<file path="config.mk">
export PLATFORM = sky130hd
export DESIGN_NAME = keypad_time_code_lock
export DESIGN_NICKNAME = d
export VERILOG_FILES = /design/src/hdl/ktcl_pkg.sv /design/src/hdl/ktcl_div60.sv /design/src/hdl/ktcl_smul.sv /design/src/hdl/ktcl_hash.sv /design/src/hdl/keypad_time_code_lock.sv
export SDC_FILE = /design/constraint.sdc
export NUM_CORES = 1
export LEC_CHECK = 0
export CORE_MARGIN = 4
export CORE_UTILIZATION = 48
export CTS_BUF_LIST = sky130_fd_sc_hd__clkbuf_16
export DETAILED_ROUTE_END_ITERATION = 7
export DONT_BUFFER_PORTS = 1
export GPL_TIMING_DRIVEN = 0
export HOLD_SLACK_MARGIN = 0.08
export PLACE_DENSITY = 0.59
export SLEW_MARGIN = 0
export SYNTH_ARGS = -nofsm -noshare
export SYNTH_HDL_FRONTEND = slang
export SYNTH_SLANG_ARGS = --single-unit
</file>
<file path="constraint.sdc">
create_clock -name clk_i -period 6.7 [get_ports clk_i]
set_input_delay 1.34 -clock clk_i [delete_from_list [all_inputs] [get_ports clk_i]]
set_output_delay 1.34 -clock clk_i [all_outputs]
set_load 0.03 [all_outputs]
</file>
<file path="src/hdl/ktcl_pkg.sv">
// ----------------------------------------------------------------------------
// ktcl_pkg
// Shared types, constants and helpers for the keypad time-code lock.
// ----------------------------------------------------------------------------
package ktcl_pkg;

  localparam int unsigned ENTRY_MAX  = 15;
  localparam int unsigned KEY_COUNT  = 12;
  localparam int unsigned LEN_W      = 4;
  localparam int unsigned DIV_STEPS  = 33;
  localparam int unsigned DIV_CNT_W  = 6;

  localparam logic [3:0]  KEY_OK     = 4'd9;
  localparam logic [3:0]  KEY_CLR    = 4'd11;
  localparam logic [31:0] NO_SEED    = 32'hFFFF_FFFF;
  localparam logic [7:0]  UNLOCK_RST = 8'd9;
  localparam logic [6:0]  DIV_BY     = 7'd60;
  localparam logic [31:0] HASH_MUL_A = 32'd654;
  localparam logic [31:0] HASH_MUL_B = 32'd54323;

  localparam logic CFG_STORED_SEED = 1'b0;
  localparam logic CFG_UNLOCK_SECS = 1'b1;

  typedef enum logic [1:0] {
    M_SEED   = 2'd0,
    M_LOCKED = 2'd1,
    M_OPEN   = 2'd2
  } ktcl_mode_e;

  typedef enum logic [2:0] {
    EV_NONE    = 3'd0,
    EV_DIGIT   = 3'd1,
    EV_BAD     = 3'd2,
    EV_OPENED  = 3'd3,
    EV_RELOCK  = 3'd4,
    EV_SEED    = 3'd5,
    EV_CLEARED = 3'd6
  } ktcl_event_e;

  typedef enum logic [1:0] {
    C_IDLE,
    C_HASH,
    C_PUT
  } ktcl_ctl_e;

  typedef enum logic [2:0] {
    H_IDLE,
    H_DIV,
    H_M1,
    H_M2,
    H_M3,
    H_DONE
  } ktcl_hash_e;

  typedef struct packed {
    logic        start;
    logic [31:0] now;
    logic [31:0] seed;
  } ktcl_hash_req_t;

  typedef struct packed {
    logic        done;
    logic [15:0] code;
  } ktcl_hash_rsp_t;

  typedef struct packed {
    logic [7:0]  left;
    logic [31:0] seed_out;
    ktcl_mode_e  mode;
    logic [3:0]  echo;
    ktcl_event_e ev;
  } ktcl_res_t;

  function automatic logic [3:0] key_digit(input logic [3:0] k);
    logic [3:0] d;
    unique case (k)
      4'd0:    d = 4'd3;
      4'd1:    d = 4'd2;
      4'd2:    d = 4'd1;
      4'd3:    d = 4'd6;
      4'd4:    d = 4'd5;
      4'd5:    d = 4'd4;
      4'd6:    d = 4'd9;
      4'd7:    d = 4'd8;
      4'd8:    d = 4'd7;
      default: d = 4'd0;
    endcase
    return d;
  endfunction

  function automatic logic [15:0] fold16(input logic [31:0] n);
    return n[15:0] ^ n[31:16];
  endfunction

  function automatic logic [3:0] nib_mod10(input logic [3:0] n);
    return (n >= 4'd10) ? n - 4'd10 : n;
  endfunction

endpackage

</file>
<file path="src/hdl/ktcl_div60.sv">
// ----------------------------------------------------------------------------
// ktcl_div60
// Restoring divider by sixty, one quotient bit per cycle.
// ----------------------------------------------------------------------------
module ktcl_div60 import ktcl_pkg::*; (
  input  logic        clk_i,
  input  logic        rst_ni,
  input  logic        start_i,
  input  logic [32:0] dividend_i,
  output logic        done_o,
  output logic [31:0] quot_o
);

  logic [32:0]          dq_q, dq_d;
  logic [5:0]           rem_q, rem_d;
  logic [DIV_CNT_W-1:0] cnt_q, cnt_d;
  logic                 busy_q, busy_d;
  logic [6:0]           part;
  logic                 ge;

  assign part   = {rem_q, dq_q[32]};
  assign ge     = part >= DIV_BY;
  assign done_o = busy_q && (cnt_q == DIV_CNT_W'(DIV_STEPS));
  assign quot_o = dq_q[31:0];

  always_comb begin
    dq_d   = dq_q;
    rem_d  = rem_q;
    cnt_d  = cnt_q;
    busy_d = busy_q;
    if (start_i) begin
      dq_d   = dividend_i;
      rem_d  = '0;
      cnt_d  = '0;
      busy_d = 1'b1;
    end else if (busy_q) begin
      if (cnt_q == DIV_CNT_W'(DIV_STEPS)) begin
        busy_d = 1'b0;
      end else begin
        rem_d = ge ? 6'(part - DIV_BY) : part[5:0];
        dq_d  = {dq_q[31:0], ge};
        cnt_d = cnt_q + 1'b1;
      end
    end
  end

  always_ff @(posedge clk_i or negedge rst_ni) begin
    if (!rst_ni) begin
      busy_q <= 1'b0;
      cnt_q  <= '0;
    end else begin
      busy_q <= busy_d;
      cnt_q  <= cnt_d;
    end
  end

  always_ff @(posedge clk_i) begin
    dq_q  <= dq_d;
    rem_q <= rem_d;
  end

endmodule

</file>
<file path="src/hdl/ktcl_smul.sv">
// ----------------------------------------------------------------------------
// ktcl_smul
// Shift-add multiplier modulo 2^32, one multiplier bit per cycle.
// ----------------------------------------------------------------------------
module ktcl_smul import ktcl_pkg::*; (
  input  logic        clk_i,
  input  logic        rst_ni,
  input  logic        start_i,
  input  logic [31:0] a_i,
  input  logic [31:0] b_i,
  output logic        done_o,
  output logic [31:0] prod_o
);

  logic [31:0] a_q, a_d, b_q, b_d, p_q, p_d;
  logic        busy_q, busy_d;

  assign done_o = busy_q && (b_q == '0);
  assign prod_o = p_q;

  always_comb begin
    a_d    = a_q;
    b_d    = b_q;
    p_d    = p_q;
    busy_d = busy_q;
    if (start_i) begin
      a_d    = a_i;
      b_d    = b_i;
      p_d    = '0;
      busy_d = 1'b1;
    end else if (busy_q) begin
      if (b_q == '0) begin
        busy_d = 1'b0;
      end else begin
        if (b_q[0]) begin
          p_d = p_q + a_q;
        end
        a_d = {a_q[30:0], 1'b0};
        b_d = {1'b0, b_q[31:1]};
      end
    end
  end

  always_ff @(posedge clk_i or negedge rst_ni) begin
    if (!rst_ni) begin
      busy_q <= 1'b0;
      b_q    <= '0;
    end else begin
      busy_q <= busy_d;
      b_q    <= b_d;
    end
  end

  always_ff @(posedge clk_i) begin
    a_q <= a_d;
    p_q <= p_d;
  end

endmodule

</file>
<file path="src/hdl/ktcl_hash.sv">
// ----------------------------------------------------------------------------
// ktcl_hash
// Sequencer for the time code: divide by sixty, three folded products,
// each nibble reduced to a decimal digit.
// ----------------------------------------------------------------------------
module ktcl_hash import ktcl_pkg::*; (
  input  logic           clk_i,
  input  logic           rst_ni,
  input  ktcl_hash_req_t req_i,
  output ktcl_hash_rsp_t rsp_o
);

  ktcl_hash_e  state_q, state_d;
  logic [15:0] fa_q, fa_d;
  logic [15:0] code_q, code_d;
  logic        div_start, div_done;
  logic [31:0] quot;
  logic        mul_start, mul_done;
  logic [31:0] mul_a, mul_b, prod;
  logic [15:0] pf;

  ktcl_div60 u_div (
    .clk_i      (clk_i),
    .rst_ni     (rst_ni),
    .start_i    (div_start),
    .dividend_i ({1'b0, req_i.now} + {1'b0, req_i.seed}),
    .done_o     (div_done),
    .quot_o     (quot)
  );

  ktcl_smul u_mul (
    .clk_i   (clk_i),
    .rst_ni  (rst_ni),
    .start_i (mul_start),
    .a_i     (mul_a),
    .b_i     (mul_b),
    .done_o  (mul_done),
    .prod_o  (prod)
  );

  assign pf = fold16(prod);

  always_comb begin
    state_d   = state_q;
    fa_d      = fa_q;
    code_d    = code_q;
    div_start = 1'b0;
    mul_start = 1'b0;
    mul_a     = quot;
    mul_b     = HASH_MUL_A;
    unique case (state_q)
      H_IDLE: begin
        if (req_i.start) begin
          div_start = 1'b1;
          state_d   = H_DIV;
        end
      end
      H_DIV: begin
        if (div_done) begin
          mul_start = 1'b1;
          state_d   = H_M1;
        end
      end
      H_M1: begin
        mul_b = HASH_MUL_B;
        if (mul_done) begin
          fa_d      = pf;
          mul_start = 1'b1;
          state_d   = H_M2;
        end
      end
      H_M2: begin
        mul_a = {16'd0, fa_q};
        mul_b = {16'd0, pf};
        if (mul_done) begin
          mul_start = 1'b1;
          state_d   = H_M3;
        end
      end
      H_M3: begin
        if (mul_done) begin
          code_d  = {nib_mod10(pf[15:12]), nib_mod10(pf[11:8]),
                     nib_mod10(pf[7:4]), nib_mod10(pf[3:0])};
          state_d = H_DONE;
        end
      end
      H_DONE: begin
        state_d = H_IDLE;
      end
      default: begin
        state_d = H_IDLE;
      end
    endcase
  end

  assign rsp_o.done = (state_q == H_DONE);
  assign rsp_o.code = code_q;

  always_ff @(posedge clk_i or negedge rst_ni) begin
    if (!rst_ni) begin
      state_q <= H_IDLE;
    end else begin
      state_q <= state_d;
    end
  end

  always_ff @(posedge clk_i) begin
    fa_q   <= fa_d;
    code_q <= code_d;
  end

endmodule

</file>
<file path="src/hdl/keypad_time_code_lock.sv">
// a scan that needs no code check is held in the result register, then in the output register
// a four-digit OK in locked mode first waits for the code check, paced by the serial divider
//   (one quotient bit per cycle, 33 bits) and the shift-add multiplier (one bit per cycle)
// scans: one at a time; the next is taken once
//   the result has moved into the output register
// reset: seed entry mode, seed zero, unlock time 9 s, no keys held, no entry, output empty
// ----------------------------------------------------------------------------
// keypad_time_code_lock
// Keypad lock opened by a time-dependent four-digit code derived from a seed.
// ----------------------------------------------------------------------------
module keypad_time_code_lock import ktcl_pkg::*; (
  input  logic        clk_i,
  input  logic        rst_ni,
  input  logic        s_axis_tvalid,
  output logic        s_axis_tready,
  input  logic [39:0] s_axis_tdata,   // key_index[3:0], now_seconds[35:4], zero pad
  input  logic        s_axis_tuser,   // kind
  output logic        m_axis_tvalid,
  input  logic        m_axis_tready,
  output logic [55:0] m_axis_tdata,   // event_res[2:0], echo_digit[6:3], mode_now[8:7],
                                      // door_open[9], seed_out[41:10], seconds_left[49:42]
  input  logic        cfg_valid_i,
  output logic        cfg_ready_o,
  input  logic        cfg_index_i,
  input  logic [31:0] cfg_data_i
);

  ktcl_ctl_e      ctl_q, ctl_d;
  ktcl_mode_e     mode_q, mode_d;
  logic [KEY_COUNT-1:0] held_q, held_d;
  logic [LEN_W-1:0] len_q, len_d;
  logic [15:0]    code_q, code_d;
  logic [31:0]    seed_q, seed_d;
  logic [31:0]    deadline_q, deadline_d;
  logic [7:0]     unlock_q, unlock_d;
  logic [31:0]    now_q, now_d;
  ktcl_res_t      res_q, res_d;
  ktcl_res_t      out_q;
  logic           mvalid_q;
  ktcl_hash_req_t hreq;
  ktcl_hash_rsp_t hrsp;

  logic        s_accept, out_free, kind;
  logic [3:0]  key, dg;
  logic [31:0] now, dleft, seed_x10;

  assign s_accept      = s_axis_tvalid && s_axis_tready;
  assign s_axis_tready = (ctl_q == C_IDLE);
  assign cfg_ready_o   = 1'b1;
  assign out_free      = !mvalid_q || m_axis_tready;
  assign kind          = s_axis_tuser;
  assign key           = s_axis_tdata[3:0];
  assign now           = s_axis_tdata[35:4];
  assign dg            = key_digit(key);
  assign dleft         = deadline_q - now;
  assign seed_x10      = {seed_q[28:0], 3'b000} + {seed_q[30:0], 1'b0} + {28'd0, dg};

  ktcl_hash u_hash (
    .clk_i  (clk_i),
    .rst_ni (rst_ni),
    .req_i  (hreq),
    .rsp_o  (hrsp)
  );

  always_comb begin
    ctl_d      = ctl_q;
    mode_d     = mode_q;
    held_d     = held_q;
    len_d      = len_q;
    code_d     = code_q;
    seed_d     = seed_q;
    deadline_d = deadline_q;
    unlock_d   = unlock_q;
    now_d      = now_q;
    res_d      = res_q;
    hreq.start = 1'b0;
    hreq.now   = now;
    hreq.seed  = seed_q;
    unique case (ctl_q)
      C_IDLE: begin
        if (s_axis_tvalid) begin
          res_d.ev       = EV_NONE;
          res_d.echo     = '0;
          res_d.seed_out = '0;
          res_d.left     = '0;
          ctl_d          = C_PUT;
          now_d          = now;
          if (mode_q == M_OPEN) begin
            if (dleft == '0 || dleft[31]) begin
              mode_d   = M_LOCKED;
              len_d    = '0;
              res_d.ev = EV_RELOCK;
            end else begin
              res_d.left = (|dleft[31:8]) ? 8'hFF : dleft[7:0];
            end
          end else if (!kind) begin
            held_d = '0;
          end else if (key < 4'(KEY_COUNT) && !held_q[key]) begin
            held_d[key] = 1'b1;
            if (key == KEY_CLR) begin
              len_d = '0;
              if (mode_q == M_SEED) begin
                seed_d = '0;
              end
              res_d.ev = EV_CLEARED;
            end else if (key == KEY_OK) begin
              len_d = '0;
              if (mode_q == M_SEED) begin
                mode_d         = M_LOCKED;
                res_d.seed_out = seed_q;
                res_d.ev       = EV_SEED;
              end else if (len_q == LEN_W'(4)) begin
                hreq.start = 1'b1;
                ctl_d      = C_HASH;
              end else begin
                res_d.ev = EV_BAD;
              end
            end else if (len_q < LEN_W'(ENTRY_MAX)) begin
              if (len_q < LEN_W'(4)) begin
                code_d = {((len_q == '0) ? 12'd0 : code_q[11:0]), dg};
              end
              if (mode_q == M_SEED) begin
                seed_d = seed_x10;
              end
              len_d      = len_q + 1'b1;
              res_d.ev   = EV_DIGIT;
              res_d.echo = dg;
            end
          end
          res_d.mode = mode_d;
        end
      end
      C_HASH: begin
        if (hrsp.done) begin
          if (hrsp.code == code_q) begin
            mode_d     = M_OPEN;
            deadline_d = now_q + {24'd0, unlock_q};
            res_d.left = unlock_q;
            res_d.ev   = EV_OPENED;
          end else begin
            res_d.ev = EV_BAD;
          end
          res_d.mode = mode_d;
          ctl_d      = C_PUT;
        end
      end
      C_PUT: begin
        if (out_free) begin
          ctl_d = C_IDLE;
        end
      end
      default: begin
        ctl_d = C_IDLE;
      end
    endcase

    if (cfg_valid_i) begin
      if (cfg_index_i == CFG_STORED_SEED) begin
        if (cfg_data_i != NO_SEED) begin
          seed_d = cfg_data_i;
          mode_d = M_LOCKED;
          len_d  = '0;
        end
      end else if (cfg_index_i == CFG_UNLOCK_SECS) begin
        unlock_d = cfg_data_i[7:0];
      end
    end
  end

  always_ff @(posedge clk_i or negedge rst_ni) begin
    if (!rst_ni) begin
      ctl_q      <= C_IDLE;
      mode_q     <= M_SEED;
      held_q     <= '0;
      len_q      <= '0;
      code_q     <= '0;
      seed_q     <= '0;
      deadline_q <= '0;
      unlock_q   <= UNLOCK_RST;
      mvalid_q   <= 1'b0;
    end else begin
      ctl_q      <= ctl_d;
      mode_q     <= mode_d;
      held_q     <= held_d;
      len_q      <= len_d;
      code_q     <= code_d;
      seed_q     <= seed_d;
      deadline_q <= deadline_d;
      unlock_q   <= unlock_d;
      if (ctl_q == C_PUT && out_free) begin
        mvalid_q <= 1'b1;
      end else if (m_axis_tready) begin
        mvalid_q <= 1'b0;
      end
    end
  end

  always_ff @(posedge clk_i) begin
    now_q <= now_d;
    res_q <= res_d;
    if (ctl_q == C_PUT && out_free) begin
      out_q <= res_q;
    end
  end

  assign m_axis_tvalid = mvalid_q;
  assign m_axis_tdata  = {6'd0, out_q.left, out_q.seed_out, (out_q.mode == M_OPEN),
                          out_q.mode, out_q.echo, out_q.ev};

  // hash result only arrives while a code check is pending
  a_hash_done_in_wait: assert property (@(posedge clk_i) disable iff (!rst_ni)
    hrsp.done |-> ctl_q == C_HASH)
    else $error("hash result outside code check");

  // an accepted scan always leaves the idle state
  a_accept_leaves_idle: assert property (@(posedge clk_i) disable iff (!rst_ni)
    s_accept |=> ctl_q != C_IDLE)
    else $error("scan accepted without processing");

  // the lock is never open with a partial entry
  a_open_no_entry: assert property (@(posedge clk_i) disable iff (!rst_ni)
    mode_q == M_OPEN |-> len_q == '0)
    else $error("entry pending while unlocked");

  // seconds left only reported while unlocked
  a_left_only_open: assert property (@(posedge clk_i) disable iff (!rst_ni)
    (m_axis_tvalid && out_q.mode != M_OPEN) |-> out_q.left == '0)
    else $error("open time reported while not unlocked");

endmodule

</file>
Word-level counts from Yosys, hierarchy flattened
Memories as Yosys holds them, arrays and structs flattened.
Index checks and enable logic that the tools add are counted.
{"block": "word_totals", "inputBits": 79, "romBits": 64, "ff_bits": 417, "memories": 1, "out_inout_bits": 59}
{"block": "classes", "eq_ne": 27, "bitwise": 11, "addsub": 13, "magnitude_cmp": 10, "n_reduce_logical": 38, "muxes": 134}
{"memory": "(name not given)", "words": 16, "width": 4, "rd": 1, "rd_clocked_by_memory_dff": 0, "write_ports": 0, "line_no": "ktcl_pkg.sv:76", "text": "unique case (k)"}
{"op": "two-way mux 32 bit", "n": 26}
{"op": "two-way mux 33 bit", "n": 3}
{"op": "two-way mux 4 bit", "n": 19}
{"op": "adder 32 bit", "n": 2}
{"op": "logical NOT 32 bit", "n": 2}
{"op": "two-way mux 2 bit", "n": 25}
{"op": "two-way mux 49 bit", "n": 1}
{"op": "two-way mux 8 bit", "n": 5}
{"op": "two-way mux 12 bit", "n": 3}
{"op": "adder 32 x 32 -> 33 bit", "n": 1}
{"op": "two-way mux 3 bit", "n": 11}
{"op": "adder 32 x 4 -> 32 bit", "n": 1}
{"op": "adder 32 x 8 -> 32 bit", "n": 1}
{"op": "!= test 32 bit, second input constant", "n": 1}
{"op": "one-hot mux 16 bit (2 select lines)", "n": 1}
{"op": "subtractor 32 bit", "n": 1}
{"op": "two-way mux 1 bit", "n": 24}
{"op": "two-way mux 6 bit", "n": 4}
{"op": "OR reduction 24 bit", "n": 1}
{"op": "two-way mux 7 bit", "n": 3}
{"op": "equality test 16 bit", "n": 1}
{"op": ">= comparator 4 bit, second input constant", "n": 4}
{"op": "one-hot mux 8 bit (2 select lines)", "n": 1}
{"op": "subtractor 4 bit, second input constant", "n": 4}
{"op": "42 further kinds", "n": 88}

Depth between registers and ports, before layout
Gate-level depths: netlist of run 1.
{"block": "depth", "word_depth": 14, "mapped_depth": 19, "mapped_depth_nobuf": 18}

Hierarchy
Synthesis of run 1 repeated with hierarchy kept, for this count alone.
{"block": "unflattened", "hier_cells": 2586, "hier_area_um2": 25851.0}
{"module": "keypad_time_code_lock", "n_inst": 1, "area_each_um2": 14183.6, "seq_area_each_um2": 6633.9, "cells_each": 1423}
{"module": "ktcl_smul", "n_inst": 1, "area_each_um2": 5587.9, "seq_area_each_um2": 2427.3, "cells_each": 572}
{"module": "ktcl_hash", "n_inst": 1, "area_each_um2": 3758.6, "seq_area_each_um2": 1036.0, "cells_each": 419}
{"module": "ktcl_div60", "n_inst": 1, "area_each_um2": 2321.0, "seq_area_each_um2": 1286.2, "cells_each": 172}

Worst setup path before layout of run 1
Ideal clock, no wire load.
{"block": "synth_timing", "path_type": "input to register", "startpoint": "input port s_axis_tdata[0]", "endpoint": "register seed_q[30]", "required_time_ps": 6573, "setup_time_ps": 127, "stages": 19, "setup_slack_ps": 1813, "path_buffers": 1, "t_arrival_ps": 4760, "cell_sequence": "clkbuf_1 nor2_1 nand2_1 o21ai_0 o21ai_0 inv_1 ha_1 ha_1 fa_1 a21oi_1 a2bb2oi_1 a2111oi_0 o21ai_0 o211ai_1 a211oi_1 o21ai_0 xor2_1 a221oi_1 nor2_1"}
{"block": "synth_between", "elab_chain_cells": 14, "elab_cells_between_ends": 21, "cone_classes": "1 x add/sub; 1 x order compare; 2 x eq/ne; 14 x mux; 2 x reduce/logical; 1 x memory"}
{"element": "start, declared", "line_no": "keypad_time_code_lock.sv:16", "text": "input logic [39:0] s_axis_tdata,"}
{"element": "memory (16 x 4 bit) (*)"}
{"element": "named net dg[2]", "line_no": "keypad_time_code_lock.sv:44", "text": "logic [3:0] key, dg;"}
{"element": "adder 32 x 4 -> 32 bit (*)", "line_no": "keypad_time_code_lock.sv:56", "text": "assign seed_x10 = {seed_q[28:0], 3'b000} + {seed_q[30:0], 1'b0} + {28'd0, dg};"}
{"element": "two-way mux 32 bit (*)", "line_no": "keypad_time_code_lock.sv:122", "text": "if (mode_q == M_SEED) begin"}
{"element": "two-way mux 32 bit (*)", "line_no": "keypad_time_code_lock.sv:118", "text": "end else if (len_q < LEN_W'(ENTRY_MAX)) begin"}
{"element": "two-way mux 32 bit (*)", "line_no": "keypad_time_code_lock.sv:106", "text": "end else if (key == KEY_OK) begin"}
{"element": "two-way mux 32 bit (*)", "line_no": "keypad_time_code_lock.sv:100", "text": "if (key == KEY_CLR) begin"}
{"element": "two-way mux 32 bit (*)", "line_no": "keypad_time_code_lock.sv:98", "text": "end else if (key < 4'(KEY_COUNT) && !held_q[key]) begin"}
{"element": "two-way mux 32 bit (*)", "line_no": "keypad_time_code_lock.sv:96", "text": "end else if (!kind) begin"}
{"element": "two-way mux 32 bit (*)", "line_no": "keypad_time_code_lock.sv:88", "text": "if (mode_q == M_OPEN) begin"}
{"element": "two-way mux 32 bit (*)", "line_no": "keypad_time_code_lock.sv:81", "text": "if (s_axis_tvalid) begin"}
{"element": "two-way mux 32 bit (*)", "line_no": "keypad_time_code_lock.sv:79", "text": "unique case (ctl_q)"}
{"element": "two-way mux 32 bit", "line_no": "keypad_time_code_lock.sv:159", "text": "if (cfg_data_i != NO_SEED) begin"}
{"element": "two-way mux 32 bit", "line_no": "keypad_time_code_lock.sv:158", "text": "if (cfg_index_i == CFG_STORED_SEED) begin"}
{"element": "two-way mux 32 bit (*)", "line_no": "keypad_time_code_lock.sv:157", "text": "if (cfg_valid_i) begin"}
{"element": "named net seed_d[30]", "line_no": "keypad_time_code_lock.sv:33", "text": "logic [31:0] seed_q, seed_d;"}
{"element": "end signal, assigned", "line_no": "keypad_time_code_lock.sv:177", "text": "seed_q <= '0;"}
{"element": "end signal, assigned", "line_no": "keypad_time_code_lock.sv:187", "text": "seed_q <= seed_d;"}
{"element": "end, declared", "line_no": "keypad_time_code_lock.sv:33"}
The timed path passes the listed nets; every way through them passes the cells marked *. The select of a mux whose other input is x is not followed.
A chain may end at the register's enable or synchronous reset.

Worst setup path in the final report of run 1
{"block": "layout_timing", "startpoint": "input port s_axis_tdata[0]", "endpoint": "register seed_q[24]"}
Same word-level chain as after synthesis.

==> results of run 1 <==
==> power by group <==
group / internal (mW) / switching (mW) / leakage (nW)
clock: 1.64 / 1.05 / 0.793
combinational: 0.670 / 0.928 / 6.29
sequential: 2.78 / 0.260 / 4.04
total: 5.08 / 2.24 / 11.1
==> routing by layer <==
metal | up-vias | part of all wire (%) | global-route usage (%)
li1 | 9246 | - | -
met1 | 9208 | 45 | 36.39
met2 | 495 | 47 | 42.33
met3 | 96 | 5.8 | 4.158
met4 | 0 | 2.5 | 6.949
met5 | - | 0 | 0
==> worst paths after layout <==
| path | from | endpoint | slack (ns) |
|---|---|---|---|
| max in group asynchronous | rst_ni | held_q[4] | 5.77 |
| min in group asynchronous | rst_ni | u_hash.u_div.cnt_q[5] | 0.46 |
| min reg2reg | res_q[39] | m_axis_tdata[40] | 0.41 |
| max | s_axis_tdata[0] | seed_q[24] | 1.41 |
| max reg2reg | deadline_q[0] | res_q[8] | 1.86 |
| min | res_q[39] | m_axis_tdata[40] | 0.41 |
==> per-stage QoR <==
step	cell area [um2]	hold slack, ns	worst slack (ns)
2_1_floorplan	24170	0.4003	1.813
6_report	26690	0.4115	1.411
3_3_place_gp	25000	0.4019	0.2265
3_5_place_dp	25070	0.4045	0.9375
4_1_cts	26680	0.4121	1.557
5_1_grt	26690	0.4180	1.014
==> worst max-delay path: cells and delay by family <==
kind                     cells  cell delay, ns
AO/OA/AOI/OAI                9            2.42
adder cells (fa/ha/maj)      3            0.75
AND/OR/NAND/NOR              5            0.83
buffers and inverters        2            0.45
==> Yosys cell counts, types with 21 or more instances <==
| library cell | n |
|---|---|
| a31oi_1 | 34 |
| nor3_1 | 48 |
| xnor2_1 | 81 |
| nor2_1 | 231 |
| nor4_1 | 26 |
| dfxtp_1 | 38 |
| or3_1 | 22 |
| clkbuf_1 | 79 |
| a21o_1 | 60 |
| nor2b_1 | 28 |
| o21ai_0 | 155 |
| nand4_1 | 38 |
| inv_1 | 94 |
| edfxtp_1 | 227 |
| nand3_1 | 79 |
| and2_1 | 39 |
| mux2i_1 | 21 |
| a211oi_1 | 36 |
| ha_1 | 169 |
| o21a_1 | 27 |
| and3_1 | 22 |
| xor2_1 | 71 |
| a221oi_1 | 28 |
| dfrtp_1 | 134 |
| nand2_1 | 293 |
| a21oi_1 | 164 |
==> cell usage in the layout (no fill, tap or decap), types with 17 or more instances in the layout <==
cell type / n
nand2_1: 293
nor4_1: 25
o31ai_1: 17
clkbuf_1: 79
a21o_1: 60
inv_1: 100
clkbuf_16: 46
a31oi_1: 34
o21ai_0: 155
nand3_1: 79
and3_1: 22
nor2_1: 228
ha_1: 169
and2_1: 39
mux2i_1: 21
dfrtp_1: 134
edfxtp_1: 227
a221oi_1: 28
o211ai_1: 19
dfxtp_1: 38
nor2b_1: 28
a21oi_1: 164
xor2_1: 71
nand2b_1: 17
nor3_1: 48
xnor2_1: 81
o21a_1: 27
a211oi_1: 35
nand4_1: 38
or3_1: 22
==> registers in the layout, indices dropped and copies added, names as in the netlist <==
register	cells
code_q	16
ctl_q	2
deadline_q	32
held_q	12
len_q	4
m_axis_tdata	49
m_axis_tvalid	1
mode_q	2
now_q	32
res_q	49
seed_q	32
u_hash.code_q	16
u_hash.fa_q	16
u_hash.state_q	3
u_hash.u_div.busy_q	1
u_hash.u_div.cnt_q	6
u_hash.u_div.dq_q	33
u_hash.u_div.rem_q	6
u_hash.u_mul.a_q	32
u_hash.u_mul.b_q	16
u_hash.u_mul.busy_q	1
u_hash.u_mul.prod_o	32
unlock_q	8
==> cell type report <==
cell class	instances	share of cell area [%]
multi-input cells	1908	46.61
flip-flops and latches	401	41.15
clock buffers	46	4.313
well taps	664	3.113
clock inverters	38	1.725
plain buffers	100	1.566
inverters	95	1.346
repair buffers	2	0.1782
==> cell families after synthesis <==
family                     share of synthesized area [%]
AOI/OAI and AO/OA                                  17.26
xor gates and xnor gates                           5.512
adders and majority gates                          9.252
buffers and inverters                              3.207
DFF                                                45.47
muxes                                              1.803
other                                            0.03109
and+or+nand+nor                                    17.46
==> summary.md, run 1 <==
| Metric | Value |
|---|---|
| Filler cells | `~4500` |
| Total wire length | `70940 um` |
| PnR Total Power | `7.326 mW` |
| Fin cells | `around 3300` |
| Worst-Skew Late Latency | `around 0.59 ns` |
| Number of synthesized flops with an enable pin | `about 230` |
| Vias/cell | `a little under 6` |
| Netlist Area Pre-Place | `around 24000 um2` |
| # DRC | `0` |
| FFs w/ async S/R, synth | `about 34%` |
| Detailed Routing Iterations Pass 1 | `5` |
| Yosys cell types | `around 90` |
| Vias post-DR | `19045` |
| Hold-fix buffers, CTS | `0` |
| Worst Clk Skew | `a little over 0.02 ns` |
| Data required, critical path | `approximately 7.2 ns` |
| Yosys warns | `0` |
| DR iter-0 viols | `1596` |
| Row Count | `just over 80` |
| CP Class | `primary input to flip-flop` |
| Hold Crit Class | `flip-flop to flip-flop` |
| First-pass GRT wire length | `between 100000 and 150000 um` |
| TritonCTS clock tree | `yes` |
| Max cap viols | `0` |
| Longest Clk Path Bufs | `3` |
| CTS Buf Count | `45` |
| Die H | `approximately 230 um` |
| CP endpoint kind | `flip-flop` |
| Pwr dens | `approximately 270 nW/um2` |
| Core area | `49360 um2` |
| CP max stage delay | `about 0.99 ns` |
| Initial core utilization | `between 40% and 50%` |
| Top FF cell, synth | `edfxtp_1` |
| Storage cell area | `10980 um2` |
| RSZ-0062 raised after global routing | `false` |
| Die Wd | `232.3 um` |
| H-tree levels | `2` |
| Tmin final | `between 5 and 6 ns` |
| Antenna Cells | `0` |
| F_max | `around 190 MHz` |
| Top cell type's share of synthesized area | `28.22%` |
| Setup bufs post-CTS | `0` |
| Outcome | `finished clean` |
| Top post-synthesis cells by area | `edfxtp_1, dfrtp_1, ha_1` |
| Cells after DPL | `between 3000 and 4000` |
| Resized cells post-CTS | `0` |
| Hold depth | `0` |
| Port bufs | `0` |
| Mapped Cells | `2499` |
| Fin. Hold Viols | `0` |
| Clk slew on worst S/H paths | `0.06 ns` |
| Largest net degree at the start of global routing | `roughly 140` |
| Multi-input gate area | `around 12000 um2` |
| Peak VDD IR | `approximately 240 uV` |
| Slew HR | `16.16%` |
| Slowest-stage cell, CP | `a2111oi_0` |
| Fin crit share | `78.93%` |
| Cells along the critical path | `clkbuf_1 > nor2_1 > nand2_1 > o21ai_0 > o21ai_0 > inv_1 > ha_1 > ha_1 > fa_1 > a21oi_1 > a2bb2oi_1 > a2111oi_0 > nor2_1 > o21a_1 > o21ai_0 > a21o_1 > a31oi_1 > or4_1 > nand4_1` |
| Die area | `roughly 54000 um2` |
| Hpwl dp | `54280 um` |
| CP most frequent cell | `o21ai_0` |
| Final ANT Viol Nets | `0` |
| Number of antenna violations at the first check in global routing | `0` |
| Seq cells post-synth | `around 400` |
| Layout area overhead | `10.50%` |
| Vias in the first global route | `roughly 18000` |
| CP Launch Type | `primary input` |
| Avg Inst Size Synth | `9.665 um2` |
| FF-to-FF path depth | `14` |
| Placer Congestion | `0.9360` |
| Fin. max-slew vios | `0` |
| Num ports | `138` |
| Drt wl/cell | `roughly 22 um` |
| Grt ovf | `0` |
| Post-synth top area cell | `edfxtp_1` |
| Final setup vio count | `0` |
| Root Driver | `clkbuf_16` |
| Leak | `around 11 nW` |
| Clock sink count | `approximately 400` |
| Register area share after synthesis | `a little under half` |
| Crit path DAT | `between 5 and 6 ns` |
| Post-route core utilization | `between 50% and 60%` |
| Crit path max fanout | `10` |
| Final net count | `approximately 2800` |
| All-layer global routing usage | `approximately a quarter` |
| Setup total negative slack | `0 ns` |
| Worst-margin pin slew | `1.256 ns` |
| Share of layout cells above drive strength 1 | `5.444%` |
No activity file was read; power rests on OpenSTA's default activity.
==> run 2, diff against run 1 <==
--- a/config.mk
+++ b/config.mk
@@ -12,7 +12,7 @@
 export DONT_BUFFER_PORTS = 1
 export GPL_TIMING_DRIVEN = 0
 export HOLD_SLACK_MARGIN = 0.08
-export PLACE_DENSITY = 0.59
+export PLACE_DENSITY = 0.61
 export SLEW_MARGIN = 0
 export SYNTH_ARGS = -nofsm -noshare
 export SYNTH_HDL_FRONTEND = slang
==> constraint.sdc (replaced) <==
create_clock -name clk_i -period 4.26 [get_ports clk_i]
set_input_delay 0.852 -clock clk_i [delete_from_list [all_inputs] [get_ports clk_i]]
set_output_delay 0.852 -clock clk_i [all_outputs]
set_load 0.03 [all_outputs]
==> run 2 against run 1 <==
- clock power rose by 46%
- combinational power rose by 67%
- core utilization rose by 0.24 points
- non-clock buffer count rose by 5
- critical path type is now flip-flop to flip-flop
- critical endpoint is now len_q[2]
- largest cell class unchanged
==> summary.md, run 2 (synthesized netlist as in run 1, its figures left out) <==
| Metric | Value |
|---|---|
| Placer Congestion | `0.9151 (was 0.9360)` |
| Num ports | `138 (unchanged)` |
| Reg2reg end | `len_q[2] (was res_q[8])` |
| First-pass GRT wire length | `110900 um (was 109500 um)` |
| NetSw | `3.665 mW (was 2.243 mW)` |
| RSZ-0062 raised after global routing | `true (was false)` |
| CP endpoint kind | `flip-flop (unchanged)` |
| H-tree levels | `2 (unchanged)` |
| Setup total negative slack | `0 ns (unchanged)` |
| CP max stage delay | `0.57 ns (was 0.99 ns)` |
| Share of layout cells above drive strength 1 | `6.970% (was 5.444%)` |
| Die area | `53970 um2 (unchanged)` |
| # DRC | `0 (unchanged)` |
| Root Driver | `clkbuf_16 (unchanged)` |
| Data required, critical path | `4.72 ns (was 7.23 ns)` |
| Worst-margin pin slew | `1.273 ns (was 1.256 ns)` |
| Combinational share of power | `23.5% (was 21.8%)` |
| Final ANT Viol Nets | `0 (unchanged)` |
| Most frequent cells in the layout | `nand2_1, nor2_1, edfxtp_1 (unchanged)` |
| Final setup vio count | `0 (unchanged)` |
| Worst-Skew Late Latency | `0.59 ns (about the same)` |
| Layout area overhead | `10.99% (was 10.50%)` |
| Clk slew on worst S/H paths | `0.06 ns (about the same)` |
| Worst Clk Skew | `0.01848 ns (was 0.02079 ns)` |
| CP Class | `flip-flop to flip-flop (was primary input to flip-flop)` |
| Drt wl/cell | `21.98 um (was 21.80 um)` |
| Fin. max-slew vios | `0 (unchanged)` |
| Largest net degree at the start of global routing | `135 (was 137)` |
| Port bufs | `0 (unchanged)` |
| CP Launch Type | `flip-flop (was primary input)` |
| Initial core utilization | `48.94% (unchanged)` |
| F_max | `240.9 MHz` |
| All-layer global routing usage | `26.34% (was 26.01%)` |
| Setup WS pre-CTS | `-0.8804 ns (was 0.9375 ns)` |
| Crit path DAT | `4.61 ns (was 5.82 ns)` |
| Vias/cell | `5.914 (was 5.853)` |
| Core area | `49360 um2 (unchanged)` |
| Slew HR | `14.85% (was 16.16%)` |
| Cells along the critical path | `inv_1 > ha_4 > inv_1 > fa_2 > a21o_1 > a221oi_4 > a22oi_2 > a21o_1 > a211oi_2 > xnor2_1 > or4_4 > or4_4 > o31a_1 > o311a_1 (was clkbuf_1 > nor2_1 > nand2_1 > o21ai_0 > o21ai_0 > inv_1 > ha_1 > ha_1 > fa_1 > a21oi_1 > a2bb2oi_1 > a2111oi_0 > nor2_1 > o21a_1 > o21ai_0 > a21o_1 > a31oi_1 > or4_1 > nand4_1)` |
| Switching Share | `32.24% (was 30.62%)` |
| Row Count | `81 (unchanged)` |
| Die H | `232.3 um (unchanged)` |
| Pwr dens | `423.9 nW/um2 (was 274.5 nW/um2)` |
| RR Startpoint | `deadline_q[0] (unchanged)` |
| Peak VDD IR | `343.3 uV (was 235.5 uV)` |
| Fin crit share | `between 90% and 100%` |
| Max cap viols | `0 (unchanged)` |
| Most common cell after layout, fill and taps aside | `nand2_1 (unchanged)` |
| Design area | `26810 um2 (was 26690 um2)` |
| Post-route core utilization | `54.32% (was 54.07%)` |
| Die Wd | `232.3 um (unchanged)` |
| Hold Crit Class | `primary input to async pin (was flip-flop to flip-flop)` |
| Hpwl dp | `54260 um (was 54280 um)` |
| Vias in the first global route | `18809 (was 18442)` |
| Detailed Routing Iterations Pass 1 | `7 (was 5)` |
| Clock group share of total power | `34.5% (was 36.7%)` |
| CTS Buf Count | `46 (was 45)` |
| Leak | `11.16 nW (was 11.13 nW)` |
| Number of antenna violations at the first check in global routing | `1 (was 0)` |
| Final net count | `2813 (was 2807)` |
| Internal | `7.701 mW (was 5.083 mW)` |
| Longest Clk Path Bufs | `3 (unchanged)` |
| DR iter-0 viols | `1480 (was 1596)` |
| Crit path max fanout | `7 (was 10)` |
| TritonCTS clock tree | `yes (unchanged)` |
| Total wire length | `71700 um (was 70940 um)` |
| Slowest-stage cell, CP | `or4_4 (was a2111oi_0)` |
| FF-to-FF path depth | `14 (unchanged)` |
| Reg2Reg Setup Slack | `0.11 ns (was 1.86 ns)` |
| Power share of the sequential group | `41.9% (was 41.4%)` |
| Clock sink count | `401 (unchanged)` |
| Vias post-DR | `19291 (was 19045)` |
| Tmin final | `between 4 and 5 ns` |
| Fin. Hold Viols | `0 (unchanged)` |
| Grt ovf | `0 (unchanged)` |
| Setup WS post-layout | `0.1086 ns (was 1.411 ns)` |
| Outcome | `finished clean (unchanged)` |
| Placement-stage cell area | `25130 um2 (was 25070 um2)` |
==> run 2: what timing repair did <==
| action | CTS | global route |
|---|---|---|
| endpoints found under the setup margin | 17 | 58 |
| endpoints found under the hold margin | 134 | 0 |
| buffers inserted | 2 | 4 |
| gates resized for setup | 7 | 23 |
| pin swaps | 1 | 8 |
| hold buffers | 1 | 0 |
==> run 2: worst max-delay path by stage <==
stage,start,to,slack (ns)
6_report,deadline_q[0],len_q[2],0.11
3_5_place_dp,s_axis_tdata[0],seed_q[30],-0.88
4_1_cts,deadline_q[9],len_q[2],0.0008
5_1_grt,s_axis_tdata[0],seed_q[30],-0.09
3_3_place_gp,ctl_q[1],seed_q[26],-1.81
2_1_floorplan,s_axis_tdata[5],res_q[46],-0.02
==> run 2: worst max-delay path, delay by kind of cell, from the launching register on <==
family | cells | cell delay [ns]
xor gates and xnor gates | 1 | 0.08
DFF | 1 | 0.36
buffers and inverters | 2 | 0.15
and+or+nand+nor | 2 | 1.00
AOI/OAI and AO/OA | 7 | 1.94
adders and majority gates | 2 | 0.50
==> run 2: layer usage <==
layer  GRT usage, %  wire length (um)  share of wire [%]
met2          41.98             32930                 46
met3          5.434              4383                6.1
met4          7.566              2111                2.9
met1          36.59             32270                 45
met5              0                 7             0.0098
==> run 2: per-stage QoR <==
step                total power, mW  instances  hold WS (ns)
floorplan                     6.646       2504        0.4003
global placement              7.374       3168        0.4034
detailed placement            7.404       3170        0.4045
CTS                           11.39       3259       0.09018
global route                  11.92       3261       0.08840
finish                        11.37       3262        0.1215
==> run 2: cell type report <==
cell class / instances / area [um2]
clock inverter: 39 / 315.3
sequential: 401 / 10980
antenna: 1 / 2.502
timing repair buffer: 9 / 120.1
multi-input combinational: 1908 / 12600
inverter: 95 / 362.8
clock buffer: 47 / 1176
tap: 664 / 830.8
fill: 4513 / 22550
buffer: 98 / 415.4
==> run 2: power groups by stage <==
stage | Sequential, mW | Clock [mW] | Combinational [mW]
final | 4.77 | 3.93 | 2.67
after detailed placement | 4.85 | 0 | 2.56
after floorplan | 4.70 | 0 | 1.95
after global routing | 4.79 | 4.16 | 2.97
after CTS | 4.77 | 4.00 | 2.62
after global placement | 4.86 | 0 | 2.51
